<file path="src/kpms_pkg.sv">
// ----------------------------------------------------------------------------
// kpms_pkg
// Shared types, constants and helpers for the multi-stream KISS generator.
// ----------------------------------------------------------------------------
package kpms_pkg;

  localparam int STREAMS_DEF = 32;
  localparam int DATA_W      = 32;
  localparam int INDEX_W     = 8;
  localparam int OP_W        = 2;
  localparam int WORD_W      = 4 * DATA_W;

  localparam logic [OP_W-1:0] OP_DRAW     = 2'd0;
  localparam logic [OP_W-1:0] OP_SEED_ONE = 2'd1;
  localparam logic [OP_W-1:0] OP_SEED_ALL = 2'd2;

  localparam logic [DATA_W-1:0] LCG_INIT   = 32'd123456789;
  localparam logic [DATA_W-1:0] XOR_INIT   = 32'd362436000;
  localparam logic [DATA_W-1:0] MWC_INIT   = 32'd521288629;
  localparam logic [DATA_W-1:0] CARRY_INIT = 32'd7654321;
  localparam logic [DATA_W-1:0] LCG_MUL    = 32'd69069;
  localparam logic [DATA_W-1:0] LCG_ADD    = 32'd12345;
  localparam logic [DATA_W-1:0] MWC_MUL    = 32'd698769069;
  localparam int XS_SHL_A = 13;
  localparam int XS_SHR   = 17;
  localparam int XS_SHL_B = 5;

  typedef enum logic [1:0] {
    K_DRAW,
    K_SEED_ONE,
    K_SEED_ALL,
    K_NOP
  } kind_e;

  typedef struct packed {
    kind_e               kind;
    logic [INDEX_W-1:0]  idx;
    logic [DATA_W-1:0]   seed;
    logic                status;
  } cmd_t;

  typedef struct packed {
    logic [DATA_W-1:0] lcg;
    logic [DATA_W-1:0] xs;
    logic [DATA_W-1:0] mwc;
    logic [DATA_W-1:0] carry;
  } stream_t;

  typedef enum logic [1:0] {
    ST_IDLE,
    ST_FETCH,
    ST_DONE
  } back_st_e;

  function automatic stream_t seed_words(input logic [DATA_W-1:0] seed);
    stream_t w;
    if (seed == '0) begin
      w.lcg   = LCG_INIT;
      w.xs    = XOR_INIT;
      w.mwc   = MWC_INIT;
      w.carry = CARRY_INIT;
    end else begin
      w.lcg   = seed;
      w.xs    = seed;
      w.mwc   = seed;
      w.carry = seed;
    end
    return w;
  endfunction

endpackage

</file>
<file path="src/kpms_if.sv">
// ----------------------------------------------------------------------------
// kpms_if
// Request and response channels with valid/ready handshake.
// ----------------------------------------------------------------------------
interface kpms_req_if import kpms_pkg::*; ();
  logic                valid;
  logic                ready;
  logic [OP_W-1:0]     opcode;
  logic [INDEX_W-1:0]  stream_index;
  logic [DATA_W-1:0]   seed_value;

  modport source (output valid, output opcode, output stream_index, output seed_value,
                  input ready);
  modport sink   (input valid, input opcode, input stream_index, input seed_value,
                  output ready);
endinterface


</file>
<file path="src/kpms_front.sv">
// ----------------------------------------------------------------------------
// kpms_front
// Request intake: decode opcode, range-check the stream index, build command.
// ----------------------------------------------------------------------------
module kpms_front import kpms_pkg::*; #(
  parameter int STREAMS = STREAMS_DEF
) (
  kpms_req_if.sink req_i,
  input  logic     full_i,
  output logic     push_o,
  output cmd_t     cmd_o
);

  localparam logic [INDEX_W:0] STREAMS_L = (INDEX_W+1)'(STREAMS);

  logic in_range;

  assign in_range    = {1'b0, req_i.stream_index} < STREAMS_L;
  assign req_i.ready = !full_i;
  assign push_o      = req_i.valid && !full_i;

  always_comb begin
    cmd_o.seed   = req_i.seed_value;
    cmd_o.idx    = req_i.stream_index;
    cmd_o.status = 1'b0;
    cmd_o.kind   = K_NOP;
    case (req_i.opcode)
      OP_DRAW: begin
        cmd_o.kind = K_DRAW;
        if (!in_range) begin
          cmd_o.idx = '0;
        end
      end
      OP_SEED_ONE: begin
        if (in_range) begin
          cmd_o.kind = K_SEED_ONE;
        end else begin
          cmd_o.status = 1'b1;
        end
      end
      OP_SEED_ALL: cmd_o.kind = K_SEED_ALL;
      default:     cmd_o.kind = K_NOP;
    endcase
  end

endmodule

</file>
<file path="src/flat_wrapper.sv">
// flat-port wrapper written by rule: the top's interface ports become plain ports
module kpms_front_flat import kpms_pkg::*;
#(
  parameter int STREAMS = STREAMS_DEF
)
  (full_i, push_o, cmd_o, req_i_valid, req_i_opcode, req_i_stream_index, req_i_seed_value, req_i_ready);
  kpms_req_if req_i_i ();
  input  logic full_i;
  output logic push_o;
  output cmd_t cmd_o;
  input wire logic [$bits(req_i_i.valid)-1:0] req_i_valid;
  input wire logic [$bits(req_i_i.opcode)-1:0] req_i_opcode;
  input wire logic [$bits(req_i_i.stream_index)-1:0] req_i_stream_index;
  input wire logic [$bits(req_i_i.seed_value)-1:0] req_i_seed_value;
  output wire logic [$bits(req_i_i.ready)-1:0] req_i_ready;
  assign req_i_i.valid = req_i_valid;
  assign req_i_i.opcode = req_i_opcode;
  assign req_i_i.stream_index = req_i_stream_index;
  assign req_i_i.seed_value = req_i_seed_value;
  assign req_i_ready = req_i_i.ready;
  kpms_front #(.STREAMS(STREAMS)) u_core (.req_i(req_i_i), .full_i(full_i), .push_o(push_o), .cmd_o(cmd_o));
endmodule
</file>
<file path="config.mk">
export PLATFORM = sky130hd
export DESIGN_NAME = kpms_front_flat
export DESIGN_NICKNAME = d
export VERILOG_FILES = /design/src/kpms_pkg.sv /design/src/kpms_if.sv /design/src/kpms_front.sv /design/src/flat_wrapper.sv
export SDC_FILE = /design/constraint.sdc
export NUM_CORES = 1
export LEC_CHECK = 0
export ABC_AREA = 0
export BUFFER_PORTS_ARGS = -buffer_cell sky130_fd_sc_hd__buf_2
export CAP_MARGIN = 20
export CORE_MARGIN = 3
export CORE_UTILIZATION = 20
export DETAILED_ROUTE_END_ITERATION = 8
export GPL_TIMING_DRIVEN = 0
export PLACE_DENSITY = 0.84
export SETUP_SLACK_MARGIN = 0.15
export SLEW_MARGIN = 10
export SYNTH_ARGS = -nofsm -noshare
export SYNTH_HDL_FRONTEND = slang
export SYNTH_SLANG_ARGS = --single-unit
</file>
<file path="constraint.sdc">
create_clock -name vclk -period 0.8
set_clock_uncertainty 0.05 [all_clocks]
set_input_delay 0.08 -clock vclk [all_inputs]
set_output_delay 0.08 -clock vclk [all_outputs]
set_load 0.02 [all_outputs]
</file>
## Yosys cells after proc, flatten, opt, wreduce, memory -nomap -nowiden

Cells that the tools add are included.
W data, S select, Z words.

- Flip-flop bits (word level): 0
- Bits in latches: 0
- RAM bits: 0
- ROM bits: 0
- Input bits: 44
- Output and inout port bits: 45
- Word-level logic and storage cells: 12
- Memories: 0

- $add $sub $neg: 0
- Multipliers: 0
- Divide/modulo/power cells: 0
- $lt $le $gt $ge: 1
- Equality and inequality tests: 2
- Shifts and indexed selects: 0
- Mux-type cells: 6
- Bitwise operators: 0
- Reductions and logical operators: 3

Operator list:

| kind | count |
|---|---|
| $mux W8 | 2 |
| $lt A8 B6 Y1 const B | 1 |
| $pmux W2 S3 | 1 |
| $eq A2 B1 Y1 const B | 1 |
| $eq A2 B2 Y1 const B | 1 |
| $logic_not A2 Y1 | 1 |
| $mux W1 | 2 |
| $mux W2 | 1 |
| $logic_and A1 B1 Y1 | 1 |
| $logic_not A1 Y1 | 1 |

## Longest topological paths before layout

Gate-level depths: netlist of the first run.

- Depth in word-level cells: 3
- Mapped depth: 3
- Gate-level depth less buffers: 2

## Least setup slack after synthesis of the first run

OpenSTA, ideal clock, no wires.

- Kind: input to output
- Start point: in req_i_stream_index[7]
- End point: out cmd_o[33] (netlist name)
- Arrival time: 0.921 ns
- Data required time: 0.670 ns
- Slack: -0.251 ns
- Cell stages on the path: 3
- Path buffers: 1
- Cells stage by stage: or3_1 -> buf_2 -> a21boi_1

RTL lines:

| item | line | source |
|---|---|---|
| start, declared | flat_wrapper.sv:13 | `input wire logic [$bits(req_i_i.stream_index)-1:0] req_i_stream_index;` |
| end, declared | flat_wrapper.sv:10 | `output cmd_t cmd_o;` |

==> impl_table.tex, run 1 <==
\begin{tabular}{lr}
\hline
Metric & Value \\
\hline
\multicolumn{2}{l}{\textbf{Floorplan}} \\
Die height & 47.3 um \\
Die Span X & 47.3 um \\
IO Count & 89 \\
Core region area & 1560 um2 \\
Die area & 2240 um2 \\
Row Count & 14 \\
Initial standard-cell utilization of the core & a little over a fifth \\
\multicolumn{2}{l}{\textbf{Pwr}} \\
Pwr Total & 0.531 mW \\
Pwr dens & slightly above 700 nW/um2 \\
Leakage power & about 0.46 nW \\
IR Drop Worst-Case VDD & 0.306 mV \\
\multicolumn{2}{l}{\textbf{GRT}} \\
Combined global-route utilization of all metal layers & 6.97\% \\
Number of antenna violations at the first check in global routing & 0 \\
Number of global-route vias before repair & around 330 \\
Grt ovf & 0 \\
Met3 Resource Use GR & 0.383\% \\
Pin count of the biggest net entering global routing & 9 \\
Global-route wire length before repair & about 1200 um \\
Fraction of met2 tracks used by global routing & 14.2\% \\
Most used routing layer & met2 \\
Met1 GRT Util & 8.22\% \\
\multicolumn{2}{l}{\textbf{Synth}} \\
Cell type with the highest aggregate area in the netlist & sky130\_fd\_sc\_hd\_\_buf\_4 \\
Gate count of the mapped netlist & 48 \\
Library cells used by synthesis & 10 \\
Fraction of the yosys area taken by sequential cells & 0\% \\
Syn nets & 92 \\
Most instantiated library cell after synthesis & sky130\_fd\_sc\_hd\_\_buf\_4 \\
Synth warn & 0 \\
Top cell types by occurrence after synthesis & sky130\_fd\_sc\_hd\_\_buf\_4, sky130\_fd\_sc\_hd\_\_a21boi\_1, sky130\_fd\_sc\_hd\_\_nor2b\_1 \\
Portion of synthesized cell area occupied by the leading cell type & 70.3\% \\
Mapped cell area & 342 um2 \\
Area contributors post-synth & sky130\_fd\_sc\_hd\_\_buf\_4, sky130\_fd\_sc\_hd\_\_a21boi\_1, sky130\_fd\_sc\_hd\_\_nor2b\_1 \\
Post-synthesis average cell area & roughly 7.1 um2 \\
\multicolumn{2}{l}{\textbf{Route}} \\
First DRT Iteration DRCs & 0 \\
Mean routed wirelength per cell & 9.32 um \\
Detailed-route wire length & 1130 um \\
Residual antenna-violating net count after detailed routing & 0 \\
DR vias & 470 \\
Drc violations & 0 \\
Number of vias per cell & 3.88 \\
Number of detailed-route iterations in the first pass & 1 \\
\multicolumn{2}{l}{\textbf{STA}} \\
Worst slew pin tran & roughly 0.27 ns \\
Fraction of the cycle the final worst path needs & 143\% \\
Remaining max-slew budget at the tightest pin & 81.7\% \\
Final Max Slew Viols & 0 \\
Post-route worst hold slack & 0.327 ns \\
Setup\_tns & -2.14 ns \\
Final setup viols & 10 \\
Number of endpoints with negative hold slack in the final report & 0 \\
Peak clock frequency supported by timing & 0.872 GHz \\
Unrepaired setup endpoints after global routing & true \\
Final period demand of the worst path & 1.15 ns \\
Post-route setup slack & -0.347 ns \\
\multicolumn{2}{l}{\textbf{Setup path}} \\
Kind of launch point of the worst setup path & primary input \\
Worst Setup End Kind & output pin \\
Crit Path Max Fanout & 7 \\
Worst path bufs/invs & 3 \\
Cells along the critical path & buf\_6 -> or3\_4 -> buf\_6 -> and3b\_2 -> buf\_6 \\
Delay-heaviest family, CP & simple AND/OR/NAND/NOR gates \\
Max incr delay on CP & 0.37 ns \\
Most numerous cell on the critical path & sky130\_fd\_sc\_hd\_\_buf\_6 \\
Worst endpoint required time & 0.67 ns \\
Start-to-end type of the worst setup path & primary input to output pin \\
Critical path data arrival time & 1.02 ns \\
Slowest cell on crit path & sky130\_fd\_sc\_hd\_\_or3\_4 \\
\multicolumn{2}{l}{\textbf{Placed design}} \\
Port Buffers & 57 \\
Post-place instance area & about 700 um2 \\
GP Congestion & 0.600 \\
Placed wire-length estimate & 1010 um \\
\multicolumn{2}{l}{\textbf{Clock tree}} \\
CTS Hold Buffers Added & 0 \\
Buffers inserted by post-CTS timing repair & 0 \\
\multicolumn{2}{l}{\textbf{Cells and area}} \\
Layout cell share with drive strength beyond 1 & about 93\% \\
Area added between synthesis and finish & 120\% \\
Storage element area & 0 um2 \\
Total of clock buffers placed in the layout & 0 \\
Antenna cells & 0 \\
Final layout net count & 151 \\
Seq Cell Count & 0 \\
Final instance area & 751 um2 \\
\multicolumn{2}{l}{\textbf{Job}} \\
Max\_cap viols & 0 \\
\multicolumn{2}{l}{\textbf{Run status}} \\
Result of the run & finished, violations left \\
Violated checks & setup timing \\
\multicolumn{2}{l}{\textbf{Hold path}} \\
HP Class & primary input to output pin \\
\hline
\end{tabular}
## power by group
| group | switching (mW) | leakage, nW | internal, mW |
|---|---|---|---|
| combinational | 0.261 | 0.461 | 0.270 |
| sequential | 0 | 0 | 0 |
| clock | 0 | 0 | 0 |
## routing by layer
| metal | share of wire (%) | wire [um] | up-vias |
|---|---|---|---|
| li1 | - | - | 231 |
| met1 | 30 | 339 | 187 |
| met2 | 52 | 590 | 52 |
| met3 | 18 | 198 | 0 |
| met4 | 0 | 0 | 0 |
| met5 | 0 | 0 | - |
## cell usage in the layout, fill, tap and decap left out, drive strengths merged
| cell type | n |
|---|---|
| a21o | 1 |
| nor2 | 1 |
| inv | 1 |
| nor2b | 4 |
| or3 | 1 |
| and3b | 1 |
| clkbuf | 1 |
| a21boi | 5 |
| buf | 90 |
## stage by stage
step	setup slack, ns	instances	util [%]
6_report	-0.347	121	48.2
5_1_grt	-0.365	121	48.2
4_1_cts	-0.350	121	47.3
3_5_place_dp	-0.384	121	44.1
3_3_place_gp	-0.372	121	44.1
2_1_floorplan	-0.172	48	-
## layout make-up
type,instances,area (um2)
buffer,34,255
fill,150,808
inverter,1,3.75
multi-input combinational,13,129
tap,16,20.0
timing repair buffer,57,343
## final timing paths
kind,start,end,depth (start not counted)
max,req_i_stream_index[7],cmd_o[0],5
min,req_i_seed_value[1],cmd_o[2],2
## logic make-up (layout without fill, tap and decap cells)
kind of cell / after synthesis / after routing / synth area share [%]
buffers and inverters: 35 / 92 / 74.0
AO/OA/AOI/OAI: 6 / 6 / 13.2
AND/OR/NAND/NOR: 7 / 7 / 12.8
## repair_timing
action	4_1_cts	5_1_grt
hold endpoints to repair	0	0
resized for setup	15	3
pin swaps	3	1
setup endpoints to repair	10	10
Note: power is estimated with default switching activity, not from simulation.
==> inputs of run 2 (changes only) <==
GPL_ROUTABILITY_DRIVEN = 0   (was unset)
PLACE_DENSITY = 0.78   (was 0.84)
==> run 2 against run 1 <==
Sequential cell count did not move. The run still ends with setup timing left. Sequential share of layout area did not move. Worst hold slack barely moved. Setup slack got worse by 0.0079 ns. Global-route usage rose by 1.0 points.
==> impl_table.tex, run 2 (synthesis gave the netlist of run 1 again) <==
\begin{tabular}{lr}
\hline
Metric & Value \\
\hline
\multicolumn{2}{l}{\textbf{Run status}} \\
Result of the run & finished, violations left \\
Violated checks & setup timing \\
\multicolumn{2}{l}{\textbf{Cells and area}} \\
Layout cell share with drive strength beyond 1 & 92.4\% \\
Area added between synthesis and finish & 118\% \\
Number of non-filler instances in the completed layout & between 100 and 150 \\
Most common cell after layout, fill and taps aside & sky130\_fd\_sc\_hd\_\_buf\_2 \\
Antenna cells & 0 \\
Total of clock buffers placed in the layout & 0 \\
Seq Cell Count & 0 \\
Multi-input logic area & about 120 um2 \\
Final instance area & 746 um2 \\
Final layout net count & $\sim$150 \\
Filler instances & around 170 \\
Commonest cells after routing, fill and taps aside & sky130\_fd\_sc\_hd\_\_buf\_2, sky130\_fd\_sc\_hd\_\_buf\_4, sky130\_fd\_sc\_hd\_\_buf\_6 \\
Storage element area & 0 um2 \\
\multicolumn{2}{l}{\textbf{Pwr}} \\
Pwr dens & about 710 nW/um2 \\
IR Drop Worst-Case VDD & just under 0.3 mV \\
Pwr Total & 0.530 mW \\
Leakage power & 0.460 nW \\
\multicolumn{2}{l}{\textbf{Floorplan}} \\
Die area & 2240 um2 \\
IO Count & 89 \\
Initial standard-cell utilization of the core & 21.9\% \\
Die height & 47.3 um \\
Row Count & 14 \\
Die Span X & roughly 47 um \\
Core region area & 1560 um2 \\
\multicolumn{2}{l}{\textbf{GRT}} \\
Global-route wire length before repair & 1390 um \\
Number of antenna violations at the first check in global routing & 0 \\
Number of global-route vias before repair & 376 \\
Combined global-route utilization of all metal layers & between 7 and 8\% \\
Pin count of the biggest net entering global routing & 9 \\
Grt ovf & 0 \\
\multicolumn{2}{l}{\textbf{Route}} \\
First DRT Iteration DRCs & 0 \\
Number of vias per cell & 3.77 \\
Mean routed wirelength per cell & 9.92 um \\
Drc violations & 0 \\
Number of detailed-route iterations in the first pass & 1 \\
Detailed-route wire length & 1200 um \\
DR vias & 456 \\
Residual antenna-violating net count after detailed routing & 0 \\
\multicolumn{2}{l}{\textbf{STA}} \\
Worst slew pin tran & about 0.29 ns \\
Post-route setup slack & -0.355 ns \\
Peak clock frequency supported by timing & approximately 0.87 GHz \\
Unrepaired setup endpoints after global routing & true \\
Number of endpoints with negative hold slack in the final report & 0 \\
Setup\_tns & -2.21 ns \\
Final setup viols & 10 \\
Remaining max-slew budget at the tightest pin & 80.6\% \\
Final period demand of the worst path & 1.15 ns \\
Final Max Slew Viols & 0 \\
Fraction of the cycle the final worst path needs & 144\% \\
Post-route worst hold slack & about 0.33 ns \\
\multicolumn{2}{l}{\textbf{Hold path}} \\
HP Class & primary input to output pin \\
Worst min-delay path startpoint & req\_i\_seed\_value[8] \\
\multicolumn{2}{l}{\textbf{Setup path}} \\
Capturing instance or port of the critical path & cmd\_o[0] \\
Max incr delay on CP & 0.38 ns \\
Worst path bufs/invs & 3 \\
Start-to-end type of the worst setup path & primary input to output pin \\
Kind of launch point of the worst setup path & primary input \\
Critical path launch point & req\_i\_stream\_index[7] \\
Delay-heaviest family, CP & simple AND/OR/NAND/NOR gates \\
Cells along the critical path & buf\_6 -> or3\_1 -> buf\_6 -> and3b\_2 -> buf\_6 \\
Slowest cell on crit path & sky130\_fd\_sc\_hd\_\_or3\_1 \\
Instance count on the critical path & 5 \\
Critical path data arrival time & 1.02 ns \\
Most numerous cell on the critical path & sky130\_fd\_sc\_hd\_\_buf\_6 \\
Worst endpoint required time & 0.67 ns \\
Worst Setup End Kind & output pin \\
Crit Path Max Fanout & 7 \\
\multicolumn{2}{l}{\textbf{Placed design}} \\
Port Buffers & 57 \\
\# placed instances & approximately 120 \\
Post-place instance area & 688 um2 \\
\multicolumn{2}{l}{\textbf{Clock tree}} \\
Buffers inserted by post-CTS timing repair & 0 \\
CTS Hold Buffers Added & 0 \\
\multicolumn{2}{l}{\textbf{Job}} \\
Max\_cap viols & 0 \\
\hline
\end{tabular}
## run 2: changes by cell type in the layout (fill, tap and decap cells not counted)
cell	change
sky130_fd_sc_hd__or3_1	+1
sky130_fd_sc_hd__or3_4	-1
## run 2: layout make-up
| type | count | area share (%) |
|---|---|---|
| plain buffers | 34 | 34.2 |
| multi-input cells | 13 | 16.6 |
| inverters | 1 | 0.503 |
| repair buffers | 57 | 46.0 |
| well taps | 16 | 2.68 |
## run 2: repair_timing
action | CTS | global route
pin swaps | 4 | 1
resized for setup | 14 | 3
setup endpoints to repair | 10 | 10
## run 2: metal layers
| layer | up-vias | GRT usage (%) | part of all wire (%) | routed length (um) |
|---|---|---|---|---|
| li1 | 231 | - | - | - |
| met1 | 173 | 9.78 | 32 | 378 |
| met2 | 52 | 15.5 | 53 | 641 |
| met3 | 0 | 0.766 | 15 | 181 |
| met4 | 0 | 0 | 0 | 0 |
| met5 | - | 0 | 0 | 0 |
## run 2: per-stage QoR
stage	util (%)	setup slack [ns]
global route	47.8	-0.368
finish	47.8	-0.355
floorplan	-	-0.172
detailed placement	44.1	-0.372
global placement	44.1	-0.371
CTS	47.0	-0.347
## run 2: worst min-delay path by stage
stage	end	slack, ns	cells past startpoint
after floorplan	req_i_ready	0.19	1
after global placement	cmd_o[20]	0.33	2
after detailed placement	cmd_o[7]	0.33	2
after CTS	cmd_o[7]	0.33	2
after global routing	cmd_o[11]	0.34	2
final	cmd_o[9]	0.33	2
## run 2: report_power, final
group	internal (mW)	total, mW	leakage [nW]	switching, mW
clock network	0	0	0	0
registers	0	0	0	0
logic	0.268	0.530	0.460	0.262
