===== config.mk =====
export PLATFORM = sky130hd
export DESIGN_NAME = kpms_queue
export DESIGN_NICKNAME = d
export VERILOG_FILES = /design/src/kpms_pkg.sv /design/src/kpms_queue.sv
export SDC_FILE = /design/constraint.sdc
export NUM_CORES = 1
export LEC_CHECK = 0
export BUFFER_PORTS_ARGS = -buffer_cell sky130_fd_sc_hd__clkbuf_2
export CORE_ASPECT_RATIO = 0.8
export CORE_MARGIN = 8
export CORE_UTILIZATION = 56
export DETAILED_ROUTE_END_ITERATION = 8
export PLACE_DENSITY = 0.84
export SYNTH_ARGS = -nofsm -noshare
export SYNTH_HDL_FRONTEND = slang
export SYNTH_SLANG_ARGS = --single-unit

===== constraint.sdc =====
create_clock -name clk_i -period 4.19 [get_ports clk_i]
set_input_delay 0 -clock clk_i [delete_from_list [all_inputs] [get_ports clk_i]]
set_output_delay 0 -clock clk_i [all_outputs]
set_load 0.05 [all_outputs]

===== src/kpms_pkg.sv =====
// ----------------------------------------------------------------------------
// kpms_pkg
// Shared types, constants and helpers for the multi-stream KISS generator.
// ----------------------------------------------------------------------------
package kpms_pkg;

  localparam int STREAMS_DEF = 32;
  localparam int DATA_W      = 32;
  localparam int INDEX_W     = 8;
  localparam int OP_W        = 2;
  localparam int WORD_W      = 4 * DATA_W;

  localparam logic [OP_W-1:0] OP_DRAW     = 2'd0;
  localparam logic [OP_W-1:0] OP_SEED_ONE = 2'd1;
  localparam logic [OP_W-1:0] OP_SEED_ALL = 2'd2;

  localparam logic [DATA_W-1:0] LCG_INIT   = 32'd123456789;
  localparam logic [DATA_W-1:0] XOR_INIT   = 32'd362436000;
  localparam logic [DATA_W-1:0] MWC_INIT   = 32'd521288629;
  localparam logic [DATA_W-1:0] CARRY_INIT = 32'd7654321;
  localparam logic [DATA_W-1:0] LCG_MUL    = 32'd69069;
  localparam logic [DATA_W-1:0] LCG_ADD    = 32'd12345;
  localparam logic [DATA_W-1:0] MWC_MUL    = 32'd698769069;
  localparam int XS_SHL_A = 13;
  localparam int XS_SHR   = 17;
  localparam int XS_SHL_B = 5;

  typedef enum logic [1:0] {
    K_DRAW,
    K_SEED_ONE,
    K_SEED_ALL,
    K_NOP
  } kind_e;

  typedef struct packed {
    kind_e               kind;
    logic [INDEX_W-1:0]  idx;
    logic [DATA_W-1:0]   seed;
    logic                status;
  } cmd_t;

  typedef struct packed {
    logic [DATA_W-1:0] lcg;
    logic [DATA_W-1:0] xs;
    logic [DATA_W-1:0] mwc;
    logic [DATA_W-1:0] carry;
  } stream_t;

  typedef enum logic [1:0] {
    ST_IDLE,
    ST_FETCH,
    ST_DONE
  } back_st_e;

  function automatic stream_t seed_words(input logic [DATA_W-1:0] seed);
    stream_t w;
    if (seed == '0) begin
      w.lcg   = LCG_INIT;
      w.xs    = XOR_INIT;
      w.mwc   = MWC_INIT;
      w.carry = CARRY_INIT;
    end else begin
      w.lcg   = seed;
      w.xs    = seed;
      w.mwc   = seed;
      w.carry = seed;
    end
    return w;
  endfunction

endpackage


===== src/kpms_queue.sv =====
// ----------------------------------------------------------------------------
// kpms_queue
// Two-entry command queue between intake and execution.
// ----------------------------------------------------------------------------
module kpms_queue import kpms_pkg::*; (
  input  logic clk_i,
  input  logic rst_ni,
  input  logic push_i,
  input  cmd_t cmd_i,
  output logic full_o,
  output logic valid_o,
  output cmd_t cmd_o,
  input  logic pop_i
);

  cmd_t       entry_q [2];
  logic       wptr_q, wptr_d;
  logic       rptr_q, rptr_d;
  logic [1:0] count_q, count_d;

  assign full_o  = count_q == 2'd2;
  assign valid_o = count_q != 2'd0;
  assign cmd_o   = entry_q[rptr_q];

  always_comb begin
    wptr_d  = wptr_q;
    rptr_d  = rptr_q;
    count_d = count_q;
    if (push_i) begin
      wptr_d  = !wptr_q;
      count_d = count_d + 2'd1;
    end
    if (pop_i) begin
      rptr_d  = !rptr_q;
      count_d = count_d - 2'd1;
    end
  end

  always_ff @(posedge clk_i or negedge rst_ni) begin
    if (!rst_ni) begin
      wptr_q  <= 1'b0;
      rptr_q  <= 1'b0;
      count_q <= 2'd0;
    end else begin
      wptr_q  <= wptr_d;
      rptr_q  <= rptr_d;
      count_q <= count_d;
    end
  end

  always_ff @(posedge clk_i) begin
    if (push_i) begin
      entry_q[wptr_q] <= cmd_i;
    end
  end

endmodule


# == Yosys cells after proc, flatten, opt, wreduce, memory -nomap -nowiden ==
# Memories as Yosys holds them, arrays and structs flattened.
# Index checks and enable logic that the tools add are counted.
# op_classes
n_addsub,2
reduce_logical,3
eq_ne,1
n_mux,4
# ops
op,n
2-bit two-way mux,2
2-bit by 1-bit adder with 2-bit output (second input constant),1
2-bit == test (second input constant),1
1-bit logical NOT,2
1-bit two-way mux,2
2-bit nonzero test,1
2-bit by 1-bit subtractor with 2-bit output (second input constant),1
# word_totals
ram_bits,86
out_inout_bits,45
register_bits,4
input_bits,47
word_cells,14
memories,1
# memory_table
name,depth,word_bits,rd,rd_clocked_by_memory_dff,wr,line,rtl
entry_q,2,43,1,0,1,kpms_queue.sv:16,cmd_t entry_q [2];

# == Depth between registers and ports, before layout ==
# Gate-level depths: netlist of the first run.
# depth
ltp_word,4
ltp_mapped,5
depth_no_buf,5

# == Worst setup path after synthesis of the first run ==
# Ideal clock, no wire load.
# synth_timing
kind,flip-flop to flip-flop
startpoint,register wptr_q
endpoint,memory entry_q[0][0] (netlist bit) (enable)
period_less_slack_ps,2773
path_buffers,0
setup_ps,449
required_ps,3741
slack_ps,1417
arrival_ps,2325
stages_incl_launch_ff,2
path_cell_list,dfrtp_1 -> nor2b_1
# synth_rtl
element,line,rtl
start: declaration,kpms_queue.sv:17,"logic wptr_q, wptr_d;"
start signal: assignment,kpms_queue.sv:45,wptr_q <= wptr_d;
end: declaration,kpms_queue.sv:16,
# Straight into the memory's write port.

==> impl_results.md, run 1 <==
- CTS Buffer Depth: 2
- Unique masters post-synth: 19
- Root Driver: clkbuf_8
- Routed length on met2: 3.624 mm
- Placed Area: 4021 um2
- Max-slew headroom: 31.04%
- Metal3 WL: 503 um
- Post-CTS sizing: 0
- Routed Antenna Nets: 0
- DP Worst Slack: 2269 ps
- CP Capture Type: output port
- VDD IR max: 0.0004301 V
- Measured slew at the worst slew-check pin: 1034 ps
- Min setup slack post-route: 1912 ps
- Filler cells: 393
- Max-Cap Viols: 0
- Number of global-route vias before repair: 2124
- Ys Warns: 0
- CTS Buf Count: 9
- Final #Nets: 350
- Power per cell area: 724.8 nW/um2
- Post-synthesis net count: 206
- Layout Skew: 7.835 ps
- Setup TNS: 0 ps
- Crit path launch type: flip-flop
- Core ar.: 6246 um2
- H-tree depth: 3
- RSZ-0062 raised after global routing: false
- Critical path arrival: 2280 ps
- Crit path from: rptr_q
- Non-Filler Instances: 390
- Total Routed Length: 6.777 mm
- Comb power frac: 43.7%
- Min-delay src: cmd_i[12]
- Via Count: 1922
- First-pass GRT wire length: 10.62 mm
- Highest clock rate: 0.4389 GHz
- Final Cell Area: 4697 um2
- Die ar.: 9145 um2
- WS Path Type: reg -> out
- Final period util: 54.38%
- Synth Register Bits: 90
- Initial antenna violation count: 0
- DRT Pass-1 Iters: 4
- # setup viols final: 0
- Grt total ovfl: 0
- Via/cell ratio: 4.928
- Clock period minus worst slack: 2278 ps
- Area Overhead vs Synth: 32.56%
- Clock power frac: 17.9%
- Sw Share: 40.43%
- Largest net degree at the start of global routing: 44
- Average wire per standard cell: 17.38 um
- N_diodes: 0
- Initial Util: 56.73%
- Clk pin slew, worst setup/hold paths: 90 ps
- HP Class: in -> reg
- Outcome: completed
- Ports: 92
- CTS tree: built
- Layout cells sized above 1: 49.67%
- Avg Cell Area, Syn: 22.57 um2
- Mapped Area: 3543 um2
- Drt drc: 0
- Post-synthesis sequential area ratio: 75.71%
- Worst r2r src: wptr_q
- Drt initial violations: 68
- RePlAce Congestion: 0.6940
- Sequential power share: 38.4%
- Clock sinks: 90
- P_sw: 1.376 mW
- I/O Buffers: 91
- Die H: 87.15 um
- # placed instances: 327
- DRT met1 WL: 2.561 mm
- Final core utilization: 75.20%
- Top layer reached by signal wires: met4
- Final hold vios: 0
- Cells after synthesis: 157
- CP Data Required Time: 4190 ps
- Final Max Tran Viols: 0
- Skew-Pair Late Insertion Delay: 350 ps
- Leakage: 1.942 nW
- Die X-Extent: 104.9 um
- Crit-path max FO: 25
- Total track usage: 15.16%
- Pint: 2.028 mW
- Rows: 26
final cells by class:
type,instances,area (um2),area share [%]
clock buffers,12,135.1,2.877
well taps,84,105.1,2.238
clock inverters,4,70.07,1.492
repair buffers,140,940.9,20.03
flip-flops and latches,90,2684,57.14
inverters,3,11.26,0.2397
multi-input cells,57,750.7,15.98
synth_stat cells (all sizes together):
cell / number / area (um2)
edfxtp: 86 / 2582
buf: 6 / 102.6
clkbuf: 1 / 5.000
nor2b: 1 / 6.260
inv: 3 / 11.26
mux2: 43 / 630.6
and2: 1 / 6.260
a22oi: 1 / 7.510
xnor2: 2 / 17.52
ha: 2 / 25.02
nor2: 1 / 3.750
nand2: 1 / 3.750
a31oi: 1 / 6.260
a2bb2oi: 1 / 8.760
o31a: 1 / 8.760
dfrtp: 4 / 100.1
xor2: 2 / 17.52
critical path, cell delays in order, from the launching register on:
cell      delay [ps]
dfrtp_2          780
buf_4            510
mux2_2           390
clkbuf_2         240
path summary, 6_finish.rpt:
check / end / slack, ps / cells past startpoint
min in group asynchronous: count_q[0] / 560 / 3
worst min-delay path: entry_q[0][12] / 380 / 2
worst max register to register: entry_q[0][42] / 2500 / 2
worst max-delay path: cmd_o[38] / 1910 / 3
max in group asynchronous: rptr_q / 3450 / 3
worst min register to register: wptr_q / 540 / 1
routing by layer:
layer	vias up	GRT usage, %
li1	897	-
met1	939	15.12
met2	75	27.67
met3	11	6.435
met4	0	5.685
met5	-	0
cell usage in the layout (no fill, tap or decap), types with 3 or more instances in the layout:
cell type	n
clkbuf_2	91
edfxtp_1	86
dlygate4sd3_1	47
mux2_4	39
clkbuf_8	9
mux2_2	4
inv_1	3
clkbuf_1	3
dfrtp_1	3
sequential cells by signal, summed over array words and instances, names as in the netlist:
signal   flops
count_q      2
entry_q     86
rptr_q       1
wptr_q       1
stage by stage:
stage	hold slack, ps	power (mW)
2_1_floorplan	-295.6	2.587
3_3_place_gp	-188.1	2.758
3_5_place_dp	-180.1	2.784
4_1_cts	357.3	3.429
5_1_grt	370.6	3.541
6_report	382.0	3.404
repair_timing:
item	CTS	global route
endpoints found under the hold margin	94	0
hold buffers	47	0
setup buffers	0	0
kinds of logic (layout without fill, tap and decap cells):
family | after synthesis | after routing | share of synthesized area (%)
DFF | 90 | 90 | 75.71
muxes | 43 | 43 | 17.80
buffers and inverters | 10 | 159 | 3.354
AOI/OAI and AO/OA | 4 | 4 | 0.8831
xor gates and xnor gates | 4 | 4 | 0.9889
and+or+nand+nor | 4 | 4 | 0.5650
adders and majority gates | 2 | 2 | 0.7061
power groups by stage:
stage          combinational, mW  sequential [mW]  clock (mW)
6_report                    1.49             1.31       0.610
5_1_grt                     1.56             1.32       0.657
4_1_cts                     1.50             1.31       0.626
3_5_place_dp                1.46             1.33           0
3_3_place_gp                1.45             1.31           0
2_1_floorplan               1.33             1.26           0
Power figures use the tool's default switching activity.
==> run 2, diff against run 1 <==
--- a/config.mk
+++ b/config.mk
@@ -5,12 +5,13 @@
 export SDC_FILE = /design/constraint.sdc
 export NUM_CORES = 1
 export LEC_CHECK = 0
+export ABC_AREA = 1
 export BUFFER_PORTS_ARGS = -buffer_cell sky130_fd_sc_hd__clkbuf_2
 export CORE_ASPECT_RATIO = 0.8
 export CORE_MARGIN = 8
-export CORE_UTILIZATION = 56
+export CORE_UTILIZATION = 47
 export DETAILED_ROUTE_END_ITERATION = 8
-export PLACE_DENSITY = 0.84
+export PLACE_DENSITY = 0.75
 export SYNTH_ARGS = -nofsm -noshare
 export SYNTH_HDL_FRONTEND = slang
 export SYNTH_SLANG_ARGS = --single-unit
==> constraint.sdc (replaced) <==
create_clock -name clk_i -period 1.9 [get_ports clk_i]
set_input_delay 0 -clock clk_i [delete_from_list [all_inputs] [get_ports clk_i]]
set_output_delay 0 -clock clk_i [all_outputs]
set_load 0.05 [all_outputs]
==> run 2 against run 1 <==
Compared with the run above: die area up 16%; routed wire length shrank 2.8%; combinational power grew 130%; area after synthesis is 0.18% lower; core utilization shrank 10 points; non-clock buffer count up 4; largest power group unchanged.
==> impl_results.md, run 2 <==
- Worst path max stage delay: 600 ps (was 780 ps)
- Die X-Extent: 113.0 um (was 104.9 um)
- Yosys top cell by area: edfxtp_1 (unchanged)
- Initial Util: 48.08% (was 56.73%)
- WHS Endpoint: entry_q[0][14] (was entry_q[0][12])
- Crit-path cells: buf_12 > mux2_4 > clkbuf_2 (was buf_4 > mux2_2 > clkbuf_2)
- H-tree depth: 3 (unchanged)
- Most common cell after layout, fill and taps aside: clkbuf_2 (unchanged)
- Clock power frac: 17.9% (about the same)
- CP Data Required Time: 1900 ps (was 4190 ps)
- Yosys top cell area share: 73.01% (was 72.88%)
- Post-synthesis net count: 213 (was 206)
- CP max stage cell: dfrtp_2 (unchanged)
- RSZ-0062 raised after global routing: false (unchanged)
- RePlAce Congestion: 0.7105 (was 0.6940)
- Total track usage: 13.18% (was 15.16%)
- Die H: 93.60 um (was 87.15 um)
- Critical path arrival: 1750 ps (was 2280 ps)
- Top flop regs: entry_q: 86 flops, count_q: 2 flops (unchanged)
- Die ar.: 10580 um2 (was 9145 um2)
- Clock sinks: 90 (unchanged)
- R2R depth: 2 (unchanged)
- DP Wirelength: 4.434 mm
- R2R Path End: entry_q[0][9] (was entry_q[0][42])
- First-pass GRT wire length: 10.70 mm (was 10.62 mm)
- Synth async-reset ratio: 4.444% (unchanged)
- Non-Filler Instances: 409 (was 390)
- Drt drc: 0 (unchanged)
- I/O Buffers: 91 (unchanged)
- CP Capture Type: output port (unchanged)
- Filler cells: 529 (was 393)
- # setup viols final: 0 (unchanged)
- Ports: 92 (unchanged)
- Largest reg by FF count: entry_q (unchanged)
- Synth top cells by count: edfxtp_1 (86), mux2_4 (39), nand2_1 (11) (was edfxtp_1 (86), mux2_4 (39), buf_12 (4), dfrtp_1 (4), mux2_2 (4))
- Area Overhead vs Synth: 34.95% (was 32.56%)
- Outcome: completed (unchanged)
- N_diodes: 0 (unchanged)
- Average wire per standard cell: 16.11 um (was 17.38 um)
- WS Path Type: reg -> out (unchanged)
- CTS Buffer Depth: 2 (unchanged)
- Drt initial violations: 63 (was 68)
- Post-synthesis sequential area ratio: 75.84% (was 75.71%)
- Measured slew at the worst slew-check pin: 408.7 ps (was 1034 ps)
- WHS Path Cells: 2 (unchanged)
- CTS tree: built (unchanged)
- Number of global-route vias before repair: 2096 (was 2124)
- Grt total ovfl: 0 (unchanged)
- Mapped Area: 3537 um2 (was 3543 um2)
- Unique masters post-synth: 13 (was 19)
- Via Count: 1905 (was 1922)
- Worst r2r src: wptr_q (unchanged)
- DRT Pass-1 Iters: 5 (was 4)
- Clock period minus worst slack: 1754 ps
- P_sw: 3.018 mW (was 1.376 mW)
- Pint: 4.510 mW (was 2.028 mW)
- Final hold vios: 0 (unchanged)
- Cells after synthesis: 164 (was 157)
- Largest net degree at the start of global routing: 32 (was 44)
- Crit-path max FO: 16 (was 25)
- # placed instances: 346 (was 327)
- Highest clock rate: 0.5700 GHz
- Rows: 28 (was 26)
- Root Driver: clkbuf_8 (unchanged)
- Skew-Pair Late Insertion Delay: 350 ps (about the same)
- Max FFs per register: 86 (unchanged)
- Layout Skew: 5.315 ps (was 7.835 ps)
- Max-Cap Viols: 0 (unchanged)
- FF-to-FF setup slack: 610 ps (was 2500 ps)
- Clk pin slew, worst setup/hold paths: 80 ps (was 90 ps)
- Ys Warns: 0 (unchanged)
- Synth Register Bits: 90 (unchanged)
- Initial antenna violation count: 0 (unchanged)
- Setup Fix Bufs, Post-CTS: 0 (unchanged)
- Sequential power share: 37.3% (was 38.4%)
- Cell with the most instances after synthesis: edfxtp_1 (unchanged)
- Routed Antenna Nets: 0 (unchanged)
- Power per cell area: 1577 nW/um2 (was 724.8 nW/um2)
- Setup TNS: 0 ps (unchanged)
- Final #Nets: 363 (was 350)
- Min-delay src: cmd_i[14] (was cmd_i[12])
- Sw Share: 40.09% (was 40.43%)
- Total power draw: 7.529 mW (was 3.404 mW)
- Crit path launch type: flip-flop (unchanged)
- HP Class: in -> reg (unchanged)
- Layout cells sized above 1: 48.90% (was 49.67%)
- Main area contributors after synthesis: edfxtp_1 (73%), mux2_4 (17%), dfrtp_1 (2.8%) (unchanged)
- Comb power frac: 44.8% (was 43.7%)
- Core ar.: 7357 um2 (was 6246 um2)
- Most frequent cells in the layout: clkbuf_2 (91), edfxtp_1 (86), dlygate4sd3_1 (47) (unchanged)
- Final period util: 92.33%
- Leakage: 1.998 nW (was 1.942 nW)
- Avg Cell Area, Syn: 21.57 um2 (was 22.57 um2)
- Top FF cell, synth: edfxtp_1 (unchanged)
- Number of synthesized flops with an enable pin: 86 (unchanged)
- Max-slew headroom: 72.75% (was 31.04%)
- Total Routed Length: 6.590 mm (was 6.777 mm)
- Final Max Tran Viols: 0 (unchanged)
- VDD IR max: 0.0009883 V (was 0.0004301 V)
- CTS Buf Count: 9 (unchanged)
- Via/cell ratio: 4.658 (was 4.928)
run 2: what timing repair did:
item,CTS,global route
gates resized for setup,0,0
hold endpoints to repair,94,0
hold buffers,47,0
run 2: cells by family after synthesis:
family / share of synthesized area [%]
adder cells (fa/ha/maj): 0.7074
buffers and inverters: 3.325
multiplexers: 17.83
AND/OR/NAND/NOR: 1.556
flip-flops: 75.84
XOR/XNOR: 0.7430
run 2: power groups by stage:
stage | Combinational (mW) | Clock, mW | Sequential (mW)
after floorplan | 2.88 | 0 | 2.77
after global placement | 3.31 | 0 | 2.84
after detailed placement | 3.32 | 0 | 2.86
after CTS | 3.41 | 1.41 | 2.81
after global routing | 3.54 | 1.46 | 2.85
final | 3.37 | 1.35 | 2.81
run 2: cell type report:
class / count / area, um2 / area share (%)
multi-input combinational: 62 / 744.5 / 15.60
inverter: 7 / 26.28 / 0.5505
clock inverter: 5 / 78.83 / 1.651
tap: 90 / 112.6 / 2.359
timing repair buffer: 144 / 996.0 / 20.86
sequential: 90 / 2684 / 56.23
clock buffer: 11 / 131.4 / 2.752
run 2: layer usage:
metal	vias up	global-route usage (%)	wire [um]
li1	918	-	-
met1	895	14.85	2746
met2	84	21.48	3061
met3	8	7.147	707
met4	0	3.650	76
met5	-	0	0
run 2: how the worst max path moves through the flow:
stage / from / to / slack, ps / cells after the start
2_1_floorplan: wptr_q / entry_q[1][0] / 190 / 2
3_3_place_gp: rptr_q / cmd_o[24] / 510 / 3
3_5_place_dp: rptr_q / cmd_o[9] / 510 / 3
4_1_cts: rptr_q / cmd_o[9] / 110 / 3
5_1_grt: rptr_q / cmd_o[9] / 70 / 3
6_report: rptr_q / cmd_o[24] / 150 / 3
run 2: critical path: cells and delay by family (launching register included):
family | cells | cell delay, ps
multiplexers | 1 | 320
flip-flops | 1 | 600
buffers and inverters | 2 | 470
run 2: metrics by stage:
step / hold WS (ps) / util, % / cell area [um2] / setup WS (ps)
finish: 373.7 / 64.88 / 4773 / 145.7
global route: 357.9 / 64.88 / 4773 / 71.26
CTS: 346.2 / 64.88 / 4773 / 111.7
detailed placement: -179.7 / 55.63 / 4093 / 512.9
global placement: -183.7 / 55.63 / 4093 / 513.8
floorplan: -295.6 / - / 3545 / 193.1
==> run 3, diff against run 2 <==
--- a/config.mk
+++ b/config.mk
@@ -9,9 +9,8 @@
 export BUFFER_PORTS_ARGS = -buffer_cell sky130_fd_sc_hd__clkbuf_2
 export CORE_ASPECT_RATIO = 0.8
 export CORE_MARGIN = 8
-export CORE_UTILIZATION = 47
+export CORE_UTILIZATION = 30
 export DETAILED_ROUTE_END_ITERATION = 8
-export PLACE_DENSITY = 0.75
 export SYNTH_ARGS = -nofsm -noshare
 export SYNTH_HDL_FRONTEND = slang
 export SYNTH_SLANG_ARGS = --single-unit
==> run 3 against run 2 <==
Compared with the run above: first-iteration DRC count rose by 21%; cell area rose by 3.2%; routed wire length fell by 0.26%; cell count rose by 14%; hold slack improved by 25 ps; sequential power fell by 2%; register-to-register slack improved by 90 ps.
==> impl_results.md, run 3 (same netlist as run 2, synthesis figures left out) <==
- CTS tree: built (unchanged)
- Max-Cap Viols: 0 (unchanged)
- Skew-Pair Late Insertion Delay: 330 ps (was 350 ps)
- Pint: 4.881 mW (was 4.510 mW)
- First-pass GRT wire length: 10.10 mm (was 10.70 mm)
- Most common cell after layout, fill and taps aside: clkbuf_2 (unchanged)
- Min setup slack post-route: 274.9 ps (was 145.7 ps)
- Total power draw: 7.948 mW (was 7.529 mW)
- Layout cells sized above 1: 48.90% (about the same)
- Total Routed Length: 6.573 mm (was 6.590 mm)
- # setup viols final: 0 (unchanged)
- Routed Antenna Nets: 0 (unchanged)
- Max-slew headroom: 77.56% (was 72.75%)
- Measured slew at the worst slew-check pin: 336.6 ps (was 408.7 ps)
- Highest clock rate: 0.6153 GHz (was 0.5700 GHz)
- CTS Buffer Depth: 2 (unchanged)
- DP Worst Slack: 576.8 ps (was 512.9 ps)
- Clock sinks: 90 (unchanged)
- Crit path launch type: flip-flop (unchanged)
- Average wire per standard cell: 14.14 um (was 16.11 um)
- CP max stage cell: mux2_2 (was dfrtp_2)
- CP Capture Type: output port (unchanged)
- Clock period minus worst slack: 1625 ps (was 1754 ps)
- Largest net degree at the start of global routing: 45 (was 32)
- Sequential power share: 34.5% (was 37.3%)
- N_diodes: 0 (unchanged)
- Critical path arrival: 1630 ps (was 1750 ps)
- Most frequent cells in the layout: clkbuf_2 (91), edfxtp_1 (86), dlygate4sd3_1 (47) (unchanged)
- Ports: 92 (unchanged)
- Final #Nets: 362 (was 363)
- Power per cell area: 1614 nW/um2 (was 1577 nW/um2)
- DRT Pass-1 Iters: 3 (was 5)
- RePlAce Congestion: 0.6419 (was 0.7105)
- Crit-path cells: buf_12 > mux2_2 > clkbuf_2 (was buf_12 > mux2_4 > clkbuf_2)
- DP Wirelength: 4.385 mm (was 4.434 mm)
- Root Driver: clkbuf_16 (was clkbuf_8)
- Area Overhead vs Synth: 39.23% (was 34.95%)
- Clock power frac: 22.9% (was 17.9%)
- Layout Skew: 3.930 ps (was 5.315 ps)
- Comb power frac: 42.6% (was 44.8%)
- P_sw: 3.067 mW (was 3.018 mW)
- Via Count: 1906 (was 1905)
- HP Class: in -> reg (unchanged)
- Hold_ws: 399.1 ps (was 373.7 ps)
- Sw Share: 38.59% (was 40.09%)
- Filler cells: 1061 (was 529)
- Initial Util: 30.71% (was 48.08%)
- Setup TNS: 0 ps (unchanged)
- Final hold vios: 0 (unchanged)
- Total track usage: 8.608% (was 13.18%)
- Die ar.: 15540 um2 (was 10580 um2)
- CP Data Required Time: 1900 ps (about the same)
- Top flop regs: entry_q: 86 flops, count_q: 2 flops (unchanged)
- Rows: 35 (was 28)
- Clk pin slew, worst setup/hold paths: 60 ps (was 80 ps)
- Die H: 113.1 um (was 93.60 um)
- Via/cell ratio: 4.099 (was 4.658)
- Outcome: completed (unchanged)
- Core ar.: 11520 um2 (was 7357 um2)
- Max FFs per register: 86 (unchanged)
- Drt initial violations: 76 (was 63)
- Grt total ovfl: 0 (unchanged)
- Setup Fix Bufs, Post-CTS: 0 (unchanged)
- RSZ-0062 raised after global routing: false (unchanged)
- Leakage: 2.037 nW (was 1.998 nW)
- Final Max Tran Viols: 0 (unchanged)
- Die X-Extent: 137.4 um (was 113.0 um)
- Number of global-route vias before repair: 2063 (was 2096)
- Worst path max stage delay: 380 ps (was 600 ps)
- Drt drc: 0 (unchanged)
- Initial antenna violation count: 0 (unchanged)
- CTS Buf Count: 9 (unchanged)
- H-tree depth: 3 (unchanged)
- WS Path Type: reg -> out (unchanged)
- I/O Buffers: 91 (unchanged)
- Largest reg by FF count: entry_q (unchanged)
- Crit-path max FO: 44 (was 16)
- Final period util: 85.53% (was 92.33%)
- VDD IR max: 0.0009181 V (was 0.0009883 V)
run 3: cell count changes in the layout (fill, tap and decap cells not counted):
cell,before,now
buf_12,2,1
clkbuf_1,2,1
clkbuf_16,0,9
clkbuf_8,9,0
clkinv_4,0,1
clkinvlp_4,2,1
run 3: final timing paths:
check | startpoint | end | slack, ps | depth (start not counted)
hold / removal | cmd_i[20] | entry_q[0][20] | 400 | 2
max in group asynchronous | rst_ni | rptr_q | 1120 | 3
hold reg to reg | wptr_q | wptr_q | 540 | 1
setup / recovery | rptr_q | cmd_o[32] | 270 | 3
min in group asynchronous | rst_ni | wptr_q | 580 | 3
setup reg to reg | wptr_q | entry_q[0][42] | 700 | 2
run 3: per-layer routing:
metal | GRT usage (%) | wire (um) | share of wire [%] | vias up
li1 | - | - | - | 919
met2 | 14.18 | 3179 | 48 | 66
met4 | 2.601 | 59 | 0.90 | 0
met5 | 0 | 0 | 0 | -
met1 | 9.648 | 2762 | 42 | 913
met3 | 4.074 | 571 | 8.7 | 8
run 3: critical path: cells and delay by family (launching register included):
kind     cells  cell delay, ps
buf+inv      2             540
mux          1             380
flops        1             370
run 3: layout make-up:
cell class / count / area [um2] / area share, %
sequential: 90 / 2684 / 54.50
timing repair buffer: 143 / 975.9 / 19.82
multi-input combinational: 62 / 744.5 / 15.12
clock buffer: 10 / 229.0 / 4.649
tap: 148 / 185.2 / 3.760
clock inverter: 5 / 80.08 / 1.626
inverter: 7 / 26.28 / 0.5335
run 3: timing repair:
item,in CTS,in global routing
gates resized for setup,0,0
hold buffers,47,0
endpoints found under the hold margin,94,0
setup endpoints to repair,0,0
run 3: power groups by stage:
stage	clock (mW)	sequential [mW]	combinational [mW]
CTS	1.88	2.75	3.46
detailed placement	0	2.79	3.38
global placement	0	2.77	3.36
finish	1.82	2.74	3.39
global route	1.96	2.78	3.58
floorplan	0	2.77	2.88
run 3: metrics by stage:
step	util, %	instances	instance area, um2
floorplan	-	164	3545
global placement	35.99	403	4145
detailed placement	35.99	403	4145
CTS	42.76	465	4925
global route	42.76	465	4925
finish	42.76	465	4925
